## src/rtl/tilt_gesture_detector_core_assert.svh

```systemverilog
// Assertion macros for the tilt gesture detector.
// Needs aclk and aresetn in the scope of the module that takes this header.
`ifndef TILT_GESTURE_DETECTOR_CORE_ASSERT_SVH
`define TILT_GESTURE_DETECTOR_CORE_ASSERT_SVH

// Check that cond holds in the same cycle as trig.
`define TGD_ASSERT_SAME(label, trig, cond) \
    label: assert property (@(posedge aclk) disable iff (!aresetn) (trig) |-> (cond)) \
        else $error("tilt gesture detector: same-cycle check failed");

// Check that cond holds in the cycle after trig.
`define TGD_ASSERT_NEXT(label, trig, cond) \
    label: assert property (@(posedge aclk) disable iff (!aresetn) (trig) |=> (cond)) \
        else $error("tilt gesture detector: next-cycle check failed");

`endif

```

## src/rtl/tgd_pkg.sv

```systemverilog
// Shared types, phase and direction codes and register map of the tilt
// gesture detector. No dependencies.
package tgd_pkg;

    localparam int unsigned ACCEL_W   = 16;
    localparam int unsigned TICK_W    = 32;
    localparam int unsigned LEVEL_W   = 15;
    localparam int unsigned PHASE_W   = 4;
    localparam int unsigned DIR_W     = 3;
    localparam int unsigned APB_DW    = 32;
    localparam int unsigned APB_AW    = 4;

    // Machine phases
    localparam logic [PHASE_W-1:0] PH_RESET       = 4'd0;
    localparam logic [PHASE_W-1:0] PH_START       = 4'd1;
    localparam logic [PHASE_W-1:0] PH_CLASSIFY    = 4'd2;
    localparam logic [PHASE_W-1:0] PH_DWELL_UP    = 4'd3;
    localparam logic [PHASE_W-1:0] PH_DWELL_DOWN  = 4'd4;
    localparam logic [PHASE_W-1:0] PH_DWELL_LEFT  = 4'd5;
    localparam logic [PHASE_W-1:0] PH_DWELL_RIGHT = 4'd6;
    localparam logic [PHASE_W-1:0] PH_ACTIVE_UP   = 4'd7;
    localparam logic [PHASE_W-1:0] PH_ACTIVE_DOWN = 4'd8;
    localparam logic [PHASE_W-1:0] PH_ACTIVE_LEFT = 4'd9;
    localparam logic [PHASE_W-1:0] PH_ACTIVE_RIGHT = 4'd10;
    localparam logic [PHASE_W-1:0] PH_SETTLE      = 4'd11;

    // Distance from a dwell phase to its active phase
    localparam logic [PHASE_W-1:0] PH_DWELL_TO_ACTIVE = PH_ACTIVE_UP - PH_DWELL_UP;

    // Reported directions
    localparam logic [DIR_W-1:0] DIR_NONE  = 3'd0;
    localparam logic [DIR_W-1:0] DIR_UP    = 3'd1;
    localparam logic [DIR_W-1:0] DIR_DOWN  = 3'd2;
    localparam logic [DIR_W-1:0] DIR_LEFT  = 3'd3;
    localparam logic [DIR_W-1:0] DIR_RIGHT = 3'd4;

    // Active phase minus this offset gives the reported direction
    localparam logic [PHASE_W-1:0] ACTIVE_DIR_BASE = PH_ACTIVE_UP - PHASE_W'(DIR_UP);

    // Direction index inside the dwell and active phase groups
    localparam logic [1:0] AXIS_UP    = 2'd0;
    localparam logic [1:0] AXIS_DOWN  = 2'd1;
    localparam logic [1:0] AXIS_LEFT  = 2'd2;
    localparam logic [1:0] AXIS_RIGHT = 2'd3;

    // Register indexes (byte address = 4 * index)
    localparam logic [1:0] REG_DWELL   = 2'd0;
    localparam logic [1:0] REG_ENTER   = 2'd1;
    localparam logic [1:0] REG_RELEASE = 2'd2;

    localparam logic [TICK_W-1:0]  DWELL_RESET   = 32'd10000;
    localparam logic [LEVEL_W-1:0] ENTER_RESET   = 15'd2662;
    localparam logic [LEVEL_W-1:0] RELEASE_RESET = 15'd2048;

    typedef struct packed {
        logic signed [ACCEL_W-1:0] accel_x;
        logic signed [ACCEL_W-1:0] accel_y;
        logic [TICK_W-1:0]         now_ticks;
    } in_item_t;

    typedef struct packed {
        logic [PHASE_W-1:0] phase;
        logic [DIR_W-1:0]   active_direction;
        logic               new_gesture;
    } out_item_t;

    typedef struct packed {
        logic [TICK_W-1:0]  dwell_ticks;
        logic [LEVEL_W-1:0] enter_level;
        logic [LEVEL_W-1:0] release_level;
    } cfg_t;

    // Next state of the machine for one transfer
    typedef struct packed {
        logic [PHASE_W-1:0] next_phase;
        logic               load_start;
        out_item_t          result;
    } step_t;

endpackage

```

## src/rtl/tilt_gesture_detector_core.sv

```systemverilog
// Top level of the tilt gesture detector: stream ports, APB registers, state.
// Depends on tgd_pkg, tgd_regs, tgd_step and tilt_gesture_detector_core_assert.svh.

// Each transfer on the s_ channel is one accelerometer poll (X, Y in signed
// fixed point with 4096 = 1 g, plus a free-running tick count) and yields
// exactly one result on the m_ channel: the phase after the poll, the active
// direction (0 none, 1 up, 2 down, 3 left, 4 right) and a one-poll
// new_gesture pulse. A poll is taken every cycle that s_ready is high: the
// phase update is a few signed compares and one 32-bit wrapping subtraction
// between the input port and the result register, so each result appears in
// the next cycle. s_ready stays high while the result register is empty or
// is being drained in the same cycle, so a waiting result never blocks the
// next poll unless the downstream side stalls. Registers at byte address 0
// (dwell_ticks), 4 (enter_level) and 8 (release_level) are written over APB;
// write them only while no poll is in flight. The dwell time counts from the
// tick of the poll taken in the start phase, and the subtraction wraps, so a
// tick count that runs backwards reads as a long dwell.
`include "tilt_gesture_detector_core_assert.svh"

module tilt_gesture_detector_core
    import tgd_pkg::*;
(
    input  logic              aclk,
    input  logic              aresetn,
    // poll input
    input  logic              s_valid,
    output logic              s_ready,
    input  in_item_t          s_data,
    // result output
    output logic              m_valid,
    input  logic              m_ready,
    output out_item_t         m_data,
    // configuration
    input  logic              psel,
    input  logic              penable,
    input  logic              pwrite,
    input  logic [APB_AW-1:0] paddr,
    input  logic [APB_DW-1:0] pwdata,
    output logic [APB_DW-1:0] prdata,
    output logic              pready
);

    cfg_t               cfg;
    step_t              step;
    logic               s_xfer;

    logic [PHASE_W-1:0] phase_reg;
    logic [PHASE_W-1:0] phase_next;
    logic [TICK_W-1:0]  start_time_reg;
    logic [TICK_W-1:0]  start_time_next;
    logic               m_valid_reg;
    logic               m_valid_next;
    out_item_t          m_data_reg;
    out_item_t          m_data_next;

    assign pready = 1'b1;

    tgd_regs u_regs (
        .aclk    (aclk),
        .aresetn (aresetn),
        .psel    (psel),
        .penable (penable),
        .pwrite  (pwrite),
        .paddr   (paddr),
        .pwdata  (pwdata),
        .prdata  (prdata),
        .cfg     (cfg)
    );

    tgd_step u_step (
        .phase      (phase_reg),
        .start_time (start_time_reg),
        .item       (s_data),
        .cfg        (cfg),
        .step       (step)
    );

    // Accept a poll whenever the result slot is free or drains this cycle
    assign s_ready = !m_valid_reg || m_ready;
    assign s_xfer  = s_valid && s_ready;

    always_comb begin
        phase_next      = phase_reg;
        start_time_next = start_time_reg;
        m_data_next     = m_data_reg;
        m_valid_next    = m_valid_reg;
        if (m_valid_reg && m_ready) begin
            // drop the delivered result
            m_valid_next = 1'b0;
        end
        if (s_xfer) begin
            // advance the machine and load the result slot
            phase_next   = step.next_phase;
            m_data_next  = step.result;
            m_valid_next = 1'b1;
            if (step.load_start) begin
                start_time_next = s_data.now_ticks;
            end
        end
    end

    always_ff @(posedge aclk) begin
        if (!aresetn) begin
            phase_reg      <= PH_RESET;
            start_time_reg <= '0;
            m_valid_reg    <= 1'b0;
        end else begin
            phase_reg      <= phase_next;
            start_time_reg <= start_time_next;
            m_valid_reg    <= m_valid_next;
        end
    end

    // Result payload needs no reset: hold it until the next transfer
    always_ff @(posedge aclk) begin
        m_data_reg <= m_data_next;
    end

    assign m_valid = m_valid_reg;
    assign m_data  = m_data_reg;

    // The reported phase always matches the machine state right after a transfer
    `TGD_ASSERT_NEXT(a_phase_tracks_state, s_xfer, m_valid && (m_data.phase == phase_reg))
    // The machine moves only on an accepted poll
    `TGD_ASSERT_NEXT(a_phase_holds_idle, !s_xfer, $stable(phase_reg))
    // A new gesture always comes with an active direction
    `TGD_ASSERT_SAME(a_gesture_has_dir, m_valid && m_data.new_gesture, m_data.active_direction != DIR_NONE)

endmodule

```

## src/rtl/tgd_regs.sv

```systemverilog
// APB register file of the tilt gesture detector: dwell time and levels.
// Depends on tgd_pkg.
module tgd_regs
    import tgd_pkg::*;
(
    input  logic              aclk,
    input  logic              aresetn,
    input  logic              psel,
    input  logic              penable,
    input  logic              pwrite,
    input  logic [APB_AW-1:0] paddr,
    input  logic [APB_DW-1:0] pwdata,
    output logic [APB_DW-1:0] prdata,
    output cfg_t              cfg
);

    cfg_t       cfg_reg;
    cfg_t       cfg_next;
    logic [1:0] reg_idx;
    logic       wr_en;

    assign reg_idx = paddr[3:2];
    assign wr_en   = psel && penable && pwrite;

    always_comb begin
        cfg_next = cfg_reg;
        if (wr_en) begin
            unique case (reg_idx)
                REG_DWELL:   cfg_next.dwell_ticks   = pwdata[TICK_W-1:0];
                REG_ENTER:   cfg_next.enter_level   = pwdata[LEVEL_W-1:0];
                REG_RELEASE: cfg_next.release_level = pwdata[LEVEL_W-1:0];
                default:     cfg_next = cfg_reg;
            endcase
        end
    end

    always_ff @(posedge aclk) begin
        if (!aresetn) begin
            cfg_reg.dwell_ticks   <= DWELL_RESET;
            cfg_reg.enter_level   <= ENTER_RESET;
            cfg_reg.release_level <= RELEASE_RESET;
        end else begin
            cfg_reg <= cfg_next;
        end
    end

    always_comb begin
        unique case (reg_idx)
            REG_DWELL:   prdata = cfg_reg.dwell_ticks;
            REG_ENTER:   prdata = {{(APB_DW-LEVEL_W){1'b0}}, cfg_reg.enter_level};
            REG_RELEASE: prdata = {{(APB_DW-LEVEL_W){1'b0}}, cfg_reg.release_level};
            default:     prdata = '0;
        endcase
    end

    assign cfg = cfg_reg;

endmodule

```

## src/rtl/tgd_step.sv

```systemverilog
// Next-phase logic of the tilt gesture detector for one poll.
// Depends on tgd_pkg.
module tgd_step
    import tgd_pkg::*;
(
    input  logic [PHASE_W-1:0] phase,
    input  logic [TICK_W-1:0]  start_time,
    input  in_item_t           item,
    input  cfg_t               cfg,
    output step_t              step
);

    logic signed [ACCEL_W:0] x_ext;
    logic signed [ACCEL_W:0] y_ext;
    logic signed [ACCEL_W:0] ent_pos;
    logic signed [ACCEL_W:0] ent_neg;
    logic signed [ACCEL_W:0] rel_pos;
    logic signed [ACCEL_W:0] rel_neg;
    logic                    x_band;
    logic                    y_band;
    logic [PHASE_W-1:0]      grp_off;
    logic                    let_go;
    logic [TICK_W-1:0]       elapsed;
    logic                    dwell_done;
    logic [PHASE_W-1:0]      np;
    logic                    newg;
    logic                    load_start;
    logic [PHASE_W-1:0]      dir_raw;

    // Widen by one bit so the negated levels and the inputs share a range
    assign x_ext   = {item.accel_x[ACCEL_W-1], item.accel_x};
    assign y_ext   = {item.accel_y[ACCEL_W-1], item.accel_y};
    assign ent_pos = {2'b00, cfg.enter_level};
    assign rel_pos = {2'b00, cfg.release_level};
    assign ent_neg = -ent_pos;
    assign rel_neg = -rel_pos;

    assign x_band = (x_ext > rel_neg) && (x_ext < rel_pos);
    assign y_band = (y_ext > rel_neg) && (y_ext < rel_pos);

    // Low two bits of (phase - 3) give the axis for dwell and active phases alike
    assign grp_off = phase - PH_DWELL_UP;

    always_comb begin
        unique case (grp_off[1:0])
            AXIS_UP:    let_go = y_ext > rel_neg;
            AXIS_DOWN:  let_go = y_ext < rel_pos;
            AXIS_LEFT:  let_go = x_ext > rel_neg;
            AXIS_RIGHT: let_go = x_ext < rel_pos;
            default:    let_go = 1'b0;
        endcase
    end

    assign elapsed    = item.now_ticks - start_time;
    assign dwell_done = elapsed > cfg.dwell_ticks;

    always_comb begin
        np         = PH_RESET;
        newg       = 1'b0;
        load_start = 1'b0;
        unique case (phase)
            PH_RESET: np = PH_START;
            PH_START: begin
                np         = PH_CLASSIFY;
                load_start = 1'b1;
            end
            PH_CLASSIFY: begin
                priority if (y_ext < ent_neg && x_band) np = PH_DWELL_UP;
                else if (y_ext > ent_pos && x_band)     np = PH_DWELL_DOWN;
                else if (x_ext < ent_neg && y_band)     np = PH_DWELL_LEFT;
                else if (x_ext > ent_pos && y_band)     np = PH_DWELL_RIGHT;
                else                                    np = PH_RESET;
            end
            PH_DWELL_UP, PH_DWELL_DOWN, PH_DWELL_LEFT, PH_DWELL_RIGHT: begin
                priority if (let_go) begin
                    np = PH_RESET;
                end else if (dwell_done) begin
                    np   = phase + PH_DWELL_TO_ACTIVE;
                    newg = 1'b1;
                end else begin
                    np = phase;
                end
            end
            PH_ACTIVE_UP, PH_ACTIVE_DOWN, PH_ACTIVE_LEFT, PH_ACTIVE_RIGHT:
                np = let_go ? PH_SETTLE : phase;
            PH_SETTLE: np = PH_RESET;
            default:   np = PH_RESET;
        endcase
    end

    assign dir_raw = np - ACTIVE_DIR_BASE;

    always_comb begin
        step.next_phase         = np;
        step.load_start         = load_start;
        step.result.phase       = np;
        step.result.new_gesture = newg;
        if (np >= PH_ACTIVE_UP && np <= PH_ACTIVE_RIGHT) begin
            step.result.active_direction = dir_raw[DIR_W-1:0];
        end else begin
            step.result.active_direction = DIR_NONE;
        end
    end

endmodule

```

## config.mk

```make
export PLATFORM = sky130hd
export DESIGN_NAME = tilt_gesture_detector_core
export DESIGN_NICKNAME = d
export VERILOG_FILES = /design/src/rtl/tgd_pkg.sv /design/src/rtl/tilt_gesture_detector_core.sv /design/src/rtl/tgd_regs.sv /design/src/rtl/tgd_step.sv
export VERILOG_INCLUDE_DIRS = /design/src /design/src/rtl
export SDC_FILE = /design/constraint.sdc
export NUM_CORES = 1
export LEC_CHECK = 0
export BUFFER_PORTS_ARGS = -buffer_cell sky130_fd_sc_hd__buf_2
export CAP_MARGIN = 20
export CELL_PAD_IN_SITES_DETAIL_PLACEMENT = 0
export CELL_PAD_IN_SITES_GLOBAL_PLACEMENT = 1
export CORE_UTILIZATION = 39
export DETAILED_ROUTE_END_ITERATION = 16
export PLACE_DENSITY = 0.86
export SYNTH_ARGS = -nofsm -noshare
export SYNTH_HDL_FRONTEND = slang
export SYNTH_SLANG_ARGS = --single-unit
```

## constraint.sdc

```tcl
create_clock -name aclk -period 4.8 [get_ports aclk]
set_clock_uncertainty 0.1 [all_clocks]
set_input_delay 0.48 -clock aclk [delete_from_list [all_inputs] [get_ports aclk]]
set_output_delay 0.48 -clock aclk [all_outputs]
set_load 0.03 [all_outputs]
```

==> results of run 1 <==
cell type report:
| cell class | instances | area, um2 | share of cell area, % |
|---|---|---|---|
| Tap cell | 330 | 413 | 3.22 |
| Sequential cell | 107 | 2230 | 17.4 |
| Inverter | 124 | 465 | 3.64 |
| Timing Repair Buffer | 260 | 1630 | 12.7 |
| Antenna cell | 4 | 10.0 | 0.0782 |
| Clock inverter | 7 | 58.8 | 0.459 |
| Multi-Input combinational cell | 1092 | 7770 | 60.7 |
| Clock buffer | 9 | 225 | 1.76 |
worst max-delay path: stages (launching register included):
cell and delay (ns):
dfxtp_2 0.33, inv_2 0.04, ha_4 0.21, a21o_1 0.17, a21oi_1 0.12, nor2b_1 0.08, a311oi_2 0.18, buf_4 0.16
a21oi_4 0.06, o21ai_2 0.17, o211ai_1 0.13, or4_4 0.57, o311ai_4 0.09, ha_1 0.28, a21o_1 0.21, a221oi_2 0.28
o21ai_1 0.09, a211o_1 0.33, a31oi_4 0.19, nor4_2 0.06, a2111o_1 0.41, buf_6 0.15, a311oi_2 0.24
cells in the mapped netlist, drive strengths merged (12+ instances only):
cell type | instances | area share [%]
nand2 | 254 | 9.3
ha | 192 | 23
a21oi | 166 | 8.1
inv | 123 | 4.5
dfxtp | 99 | 19
nor2 | 59 | 2.2
o21ai | 47 | 2.3
clkbuf | 45 | 1.6
nor3 | 37 | 1.8
xnor2 | 36 | 3.1
a21o | 32 | 2.3
nand3 | 29 | 1.4
nand4 | 27 | 1.6
o211ai | 19 | 1.4
mux2i | 16 | 1.6
a31oi | 13 | 0.79
nor2b | 13 | 0.79
a211oi | 12 | 0.93
power breakdown:
part           switching (W)  internal [W]
sequential         0.0000213      0.000925
combinational       0.000531      0.000427
clock               0.000380      0.000361
total               0.000933       0.00171
metal layers:
metal	part of all wire (%)	GRT usage, %	routed length, um	vias to the layer above
met4	2.0	6.44	632	6
met5	0.094	0	30	-
li1	-	-	-	5310
met2	48	40.4	15300	212
met3	4.3	3.03	1370	42
met1	46	30.9	14600	4838
worst paths after layout:
kind                                                startpoint                             end  cells after the start
worst min register to register  start_time_reg[5]$_SDFFE_PN0P_  start_time_reg[5]$_SDFFE_PN0P_                      2
worst min-delay path                                pwdata[31]     u_regs.cfg[61]$_SDFFE_PN0P_                      3
worst max-delay path            start_time_reg[6]$_SDFFE_PN0P_       phase_reg[2]$_SDFFE_PN0P_                     22
worst max register to register  start_time_reg[6]$_SDFFE_PN0P_       phase_reg[2]$_SDFFE_PN0P_                     22
kinds of logic (layout without fill, tap and decap cells):
| family | Yosys count | in the layout | share of synthesized area (%) |
|---|---|---|---|
| xor gates and xnor gates | 47 | 47 | 4.01 |
| AOI/OAI and AO/OA | 356 | 356 | 21.5 |
| adders and majority gates | 193 | 193 | 23.6 |
| DFF | 107 | 107 | 21.7 |
| muxes | 16 | 16 | 1.56 |
| buffers and inverters | 173 | 400 | 6.37 |
| and+or+nand+nor | 479 | 479 | 21.2 |
| other | 1 | 5 | 0.0366 |
through the flow:
stage	setup TNS (ns)	setup slack [ns]	hold WS, ns	util [%]
after floorplan	0	0.000610	0.336	-
after global routing	-0.898	-0.210	0.257	50.2
after CTS	0	0.0261	0.241	48.6
final	0	0.0630	0.251	50.3
after global placement	-2.21	-0.410	0.342	47.2
after detailed placement	-2.61	-0.484	0.346	47.3
repair_timing:
action                     CTS  global route
gates resized for setup     10            70
setup endpoints to repair    8            11
setup buffers                1             7
pin swaps                    3            39
==> impl_metrics.py, run 1 <==
metrics = {
    "power_and_ir_drop": {
        "finalPower_w": 0.00265,
        "vdd_ir_drop_max_v": 0.000174,
        "p_per_area_nw_per_um2": 207,
        "p_leak_nw": 5.53,
    },
    "routing": {
        "routed_wl_mm": 31.9,
        "vias": 10400,
        "viasPerCell": 5.38,
        "drtIter0Drc": 495,
        "drc": 0,
        "wl_per_cell_um": 16.5,
        "detail-route-antenna-nets": 0,
        "drt-pass1-iter-count": 5,
    },
    "cts": {
        "hold_buffers": 0,
        "cts_made_buffers": 9,
        "cts_tree": "yes",
        "cts.sinks": 107,
        "clk_root_buffer_cell": "clkbuf_16",
        "clock_path_buffers": 2,
        "clk_latency_ns": 0.36,
        "clk_pin_slew_ns": 0.08,
        "cts_max_level": 3,
    },
    "global_route": {
        "grt-ovfl-total": 0,
        "antenna_found_initial": 7,
        "grt_pass1_wl_mm": 50.1,
        "grt_max_degree": 54,
        "grt_pass1_vias": 9964,
        "grt.total_usage_pct": 23.6,
    },
    "synth": {
        "ys_async_sr_fraction_pct": 0,
        "syn_area_um2": 10300,
        "synth_cell_types": 69,
        "syn-num-nets": 1672,
        "ys_seq_area_share_pct": 21.7,
        "yosysWarnings": 0,
        "syn_area_per_cell_um2": 7.48,
        "synth_cells": 1372,
        "ys_seq_elements": 107,
        "synth_edf_count": 8,
        "synth_ff_type": "dfxtp_1",
    },
    "die": {
        "die_height_um": 164,
        "row_count": 58,
        "die_x_um": 164,
        "start_util_pct": 40.3,
        "core_um2": 25500,
        "ios": 150,
        "fp.dieArea_um2": 27000,
    },
    "layout": {
        "fin_area_um2": 12800,
        "drive_gt1_share_pct": 22.2,
        "largest_reg_flops": 62,
        "layout_commonest_cell": "nand2_1",
        "area_growth_pct": 24.8,
        "num-nets-final": 1894,
        "fin_cells": 1933,
        "final_cell_mix": "nand2_1, ha_1, a21oi_1, buf_2, inv_1",
        "n_fill_cell": 2498,
    },
    "status": {
        "status": "completed",
    },
    "sta": {
        "rsz0062_at_grt": "yes",
        "finalSetupViolCount": 0,
        "min_period_ns": 4.74,
        "slew_headroom_pct": 30.0,
        "report.final.hold_viol_count": 0,
        "tightest_slew_ns": 1.05,
        "drv_slew": 0,
        "min_period_over_period_pct": 98.7,
        "fmaxAchievable_mhz": 211,
    },
    "placed_design": {
        "place_area_um2": 12100,
        "gp_congestion": 0.913,
        "place_hpwl_mm": 26.0,
        "dp_cells": 1905,
        "portBuffers": 146,
    },
    "setup_path": {
        "worstPathRequired_ns": 4.98,
        "cp.arrival_ns": 4.92,
        "endpoint_kind": "flip-flop",
        "crit_type": "flip-flop to flip-flop",
        "crit_fanout": 3,
        "worstSetupStartpointType": "flip-flop",
        "reg2reg_slack_ns": 0.06,
    },
    "flow_run": {
        "maxCapViolCount": 0,
    },
    "hold_path": {
        "hold_path.class": "input pin to flip-flop",
    },
}
No activity file was read; power rests on OpenSTA's default activity.
==> run 2, diff against run 1 <==
--- a/config.mk
+++ b/config.mk
@@ -13,6 +13,7 @@
 export CORE_UTILIZATION = 39
 export DETAILED_ROUTE_END_ITERATION = 16
 export PLACE_DENSITY = 0.86
+export REMOVE_ABC_BUFFERS = 1
 export SYNTH_ARGS = -nofsm -noshare
 export SYNTH_HDL_FRONTEND = slang
 export SYNTH_SLANG_ARGS = --single-unit
==> impl_metrics.py, run 2 (same netlist as run 1, synthesis figures left out) <==
metrics = {
    "status": {
        "status": "completed",
    },
    "routing": {
        "drc": 0,
        "routed_wl_mm": 31.1,
        "viasPerCell": 5.41,
        "vias": 10400,
        "wl_per_cell_um": 16.1,
        "drt-pass1-iter-count": 6,
        "drtIter0Drc": 470,
        "detail-route-antenna-nets": 0,
    },
    "cts": {
        "hold_buffers": 0,
        "clk_root_buffer_cell": "clkbuf_16",
        "clk_latency_ns": 0.37,
        "cts.sinks": 107,
        "clk_pin_slew_ns": 0.08,
        "clock_path_buffers": 2,
        "cts_max_level": 3,
        "cts_made_buffers": 9,
        "cts_tree": "yes",
    },
    "layout": {
        "layout_commonest_cell": "nand2_1",
        "area_growth_pct": 24.8,
        "final_cell_mix": "nand2_1, ha_1, a21oi_1, buf_2, inv_1",
        "num-nets-final": 1892,
        "fin_cells": 1928,
        "drive_gt1_share_pct": 22.0,
        "largest_reg_flops": 62,
    },
    "die": {
        "ios": 150,
        "core_um2": 25500,
        "die_x_um": 164,
        "fp.dieArea_um2": 27000,
        "start_util_pct": 40.3,
        "row_count": 58,
        "die_height_um": 164,
    },
    "global_route": {
        "antenna_found_initial": 2,
        "grt.total_usage_pct": 22.7,
        "grt_pass1_wl_mm": 48.2,
        "grt-ovfl-total": 0,
        "grt_pass1_vias": 9668,
        "grt_max_degree": 61,
    },
    "setup_path": {
        "crit_fanout": 3,
        "crit_chain": "inv_2 > ha_4 > a21o_1 > a21oi_2 > nor2b_1 > a311oi_1 > buf_4 > a21oi_4 > o21ai_2 > o211ai_1 > or4_4 > o311ai_4 > ha_1 > a21o_1 > a221oi_2 > o21ai_1 > a211o_1 > a31oi_4 > nor4_4 > a2111o_1 > buf_4 > a21o_1 > o22ai_1",
        "reg2reg_slack_ns": 0.05,
        "crit_type": "flip-flop to flip-flop",
        "worstPathRequired_ns": 4.92,
        "max_stage_delay_ns": 0.45,
        "cpMostUsedCell": "a21o_1",
        "worstSetupStartpointType": "flip-flop",
        "endpoint_kind": "flip-flop",
        "slowest_stage": "or4_4",
        "cp.arrival_ns": 4.87,
    },
    "placed_design": {
        "gp_congestion": 0.945,
        "place_hpwl_mm": 25.0,
        "portBuffers": 146,
        "dp_cells": 1895,
    },
    "sta": {
        "drv_slew": 0,
        "min_period_over_period_pct": 99.0,
        "tightest_slew_ns": 1.09,
        "min_period_ns": 4.75,
        "setup_total_negative_slack_ns": 0,
        "fmaxAchievable_mhz": 211,
        "slew_headroom_pct": 27.1,
        "rsz0062_at_grt": "yes",
        "report.final.hold_viol_count": 0,
        "finalSetupViolCount": 0,
    },
    "power_and_ir_drop": {
        "p_leak_nw": 5.54,
        "p_per_area_nw_per_um2": 207,
        "vdd_ir_drop_max_v": 0.000177,
    },
    "flow_run": {
        "maxCapViolCount": 0,
    },
    "hold_path": {
        "hold_path.class": "input pin to flip-flop",
    },
}
## run 2: cell count changes in the layout (fill, tap and decap cells not counted), moves of 3 or more
| cell | before | now |
|---|---|---|
| dfxtp_1 | 92 | 96 |
| nand2_2 | 0 | 3 |
| dfxtp_2 | 7 | 3 |
| diode_2 | 4 | 1 |
| nand2_1 | 254 | 251 |
## run 2: metal layers
metal	vias to the layer above	global-route usage, %	wire (um)
li1	5308	-	-
met1	4824	28.9	13900
met2	245	39.5	15000
met3	46	2.53	1340
met4	2	7.53	814
met5	-	0	13
## run 2: critical path, delay by kind of cell, from the launching register on
kind	cells	cell delay (ns)
and+or+nand+nor	3	0.57
buffers and inverters	3	0.40
adders and majority gates	2	0.49
AOI/OAI and AO/OA	15	2.69
DFF	1	0.33
## run 2: path summary, 6_finish.rpt
path / from / to / depth (start not counted)
setup / recovery: start_time_reg[6]$_SDFFE_PN0P_ / m_data[1]$_SDFFCE_PN0P_ / 23
setup reg to reg: start_time_reg[6]$_SDFFE_PN0P_ / m_data[1]$_SDFFCE_PN0P_ / 23
hold reg to reg: start_time_reg[7]$_SDFFE_PN0P_ / start_time_reg[7]$_SDFFE_PN0P_ / 2
hold / removal: s_valid / m_valid$_SDFFE_PN0P_ / 3
## run 2: timing repair
| action | CTS | global route |
|---|---|---|
| gates resized for setup | 11 | 70 |
| cloned | 0 | 0 |
| setup endpoints to repair | 6 | 11 |
| buffers inserted | 7 | 7 |
| pin swaps | 7 | 40 |
| endpoints found under the hold margin | 0 | 0 |
## run 2: power by group
part / switching (W) / internal, W / total (W)
Clock: 0.000382 / 0.000365 / 0.000747
Combinational: 0.000528 / 0.000425 / 0.000953
Sequential: 0.0000205 / 0.000925 / 0.000945
## run 2: area by class of cell
type / count / area, um2
fill: 2494 / 12700
multi-input combinational: 1092 / 7790
sequential: 107 / 2230
timing repair buffer: 258 / 1620
inverter: 124 / 465
tap: 330 / 413
clock buffer: 10 / 229
clock inverter: 6 / 56.3
antenna: 1 / 2.50
## run 2: metrics by stage
step           setup slack [ns]  hold slack, ns  utilization [%]  power [W]  area (um2)
2_1_floorplan           -0.0679           0.336                -    0.00150       10100
3_3_place_gp             -0.447           0.342             46.9    0.00181       11900
3_5_place_dp             -0.532           0.347             47.0    0.00183       12000
4_1_cts                  0.0120           0.234             48.5    0.00259       12400
5_1_grt                  -0.194           0.235             50.2    0.00281       12800
6_report                 0.0495           0.240             50.3    0.00264       12800
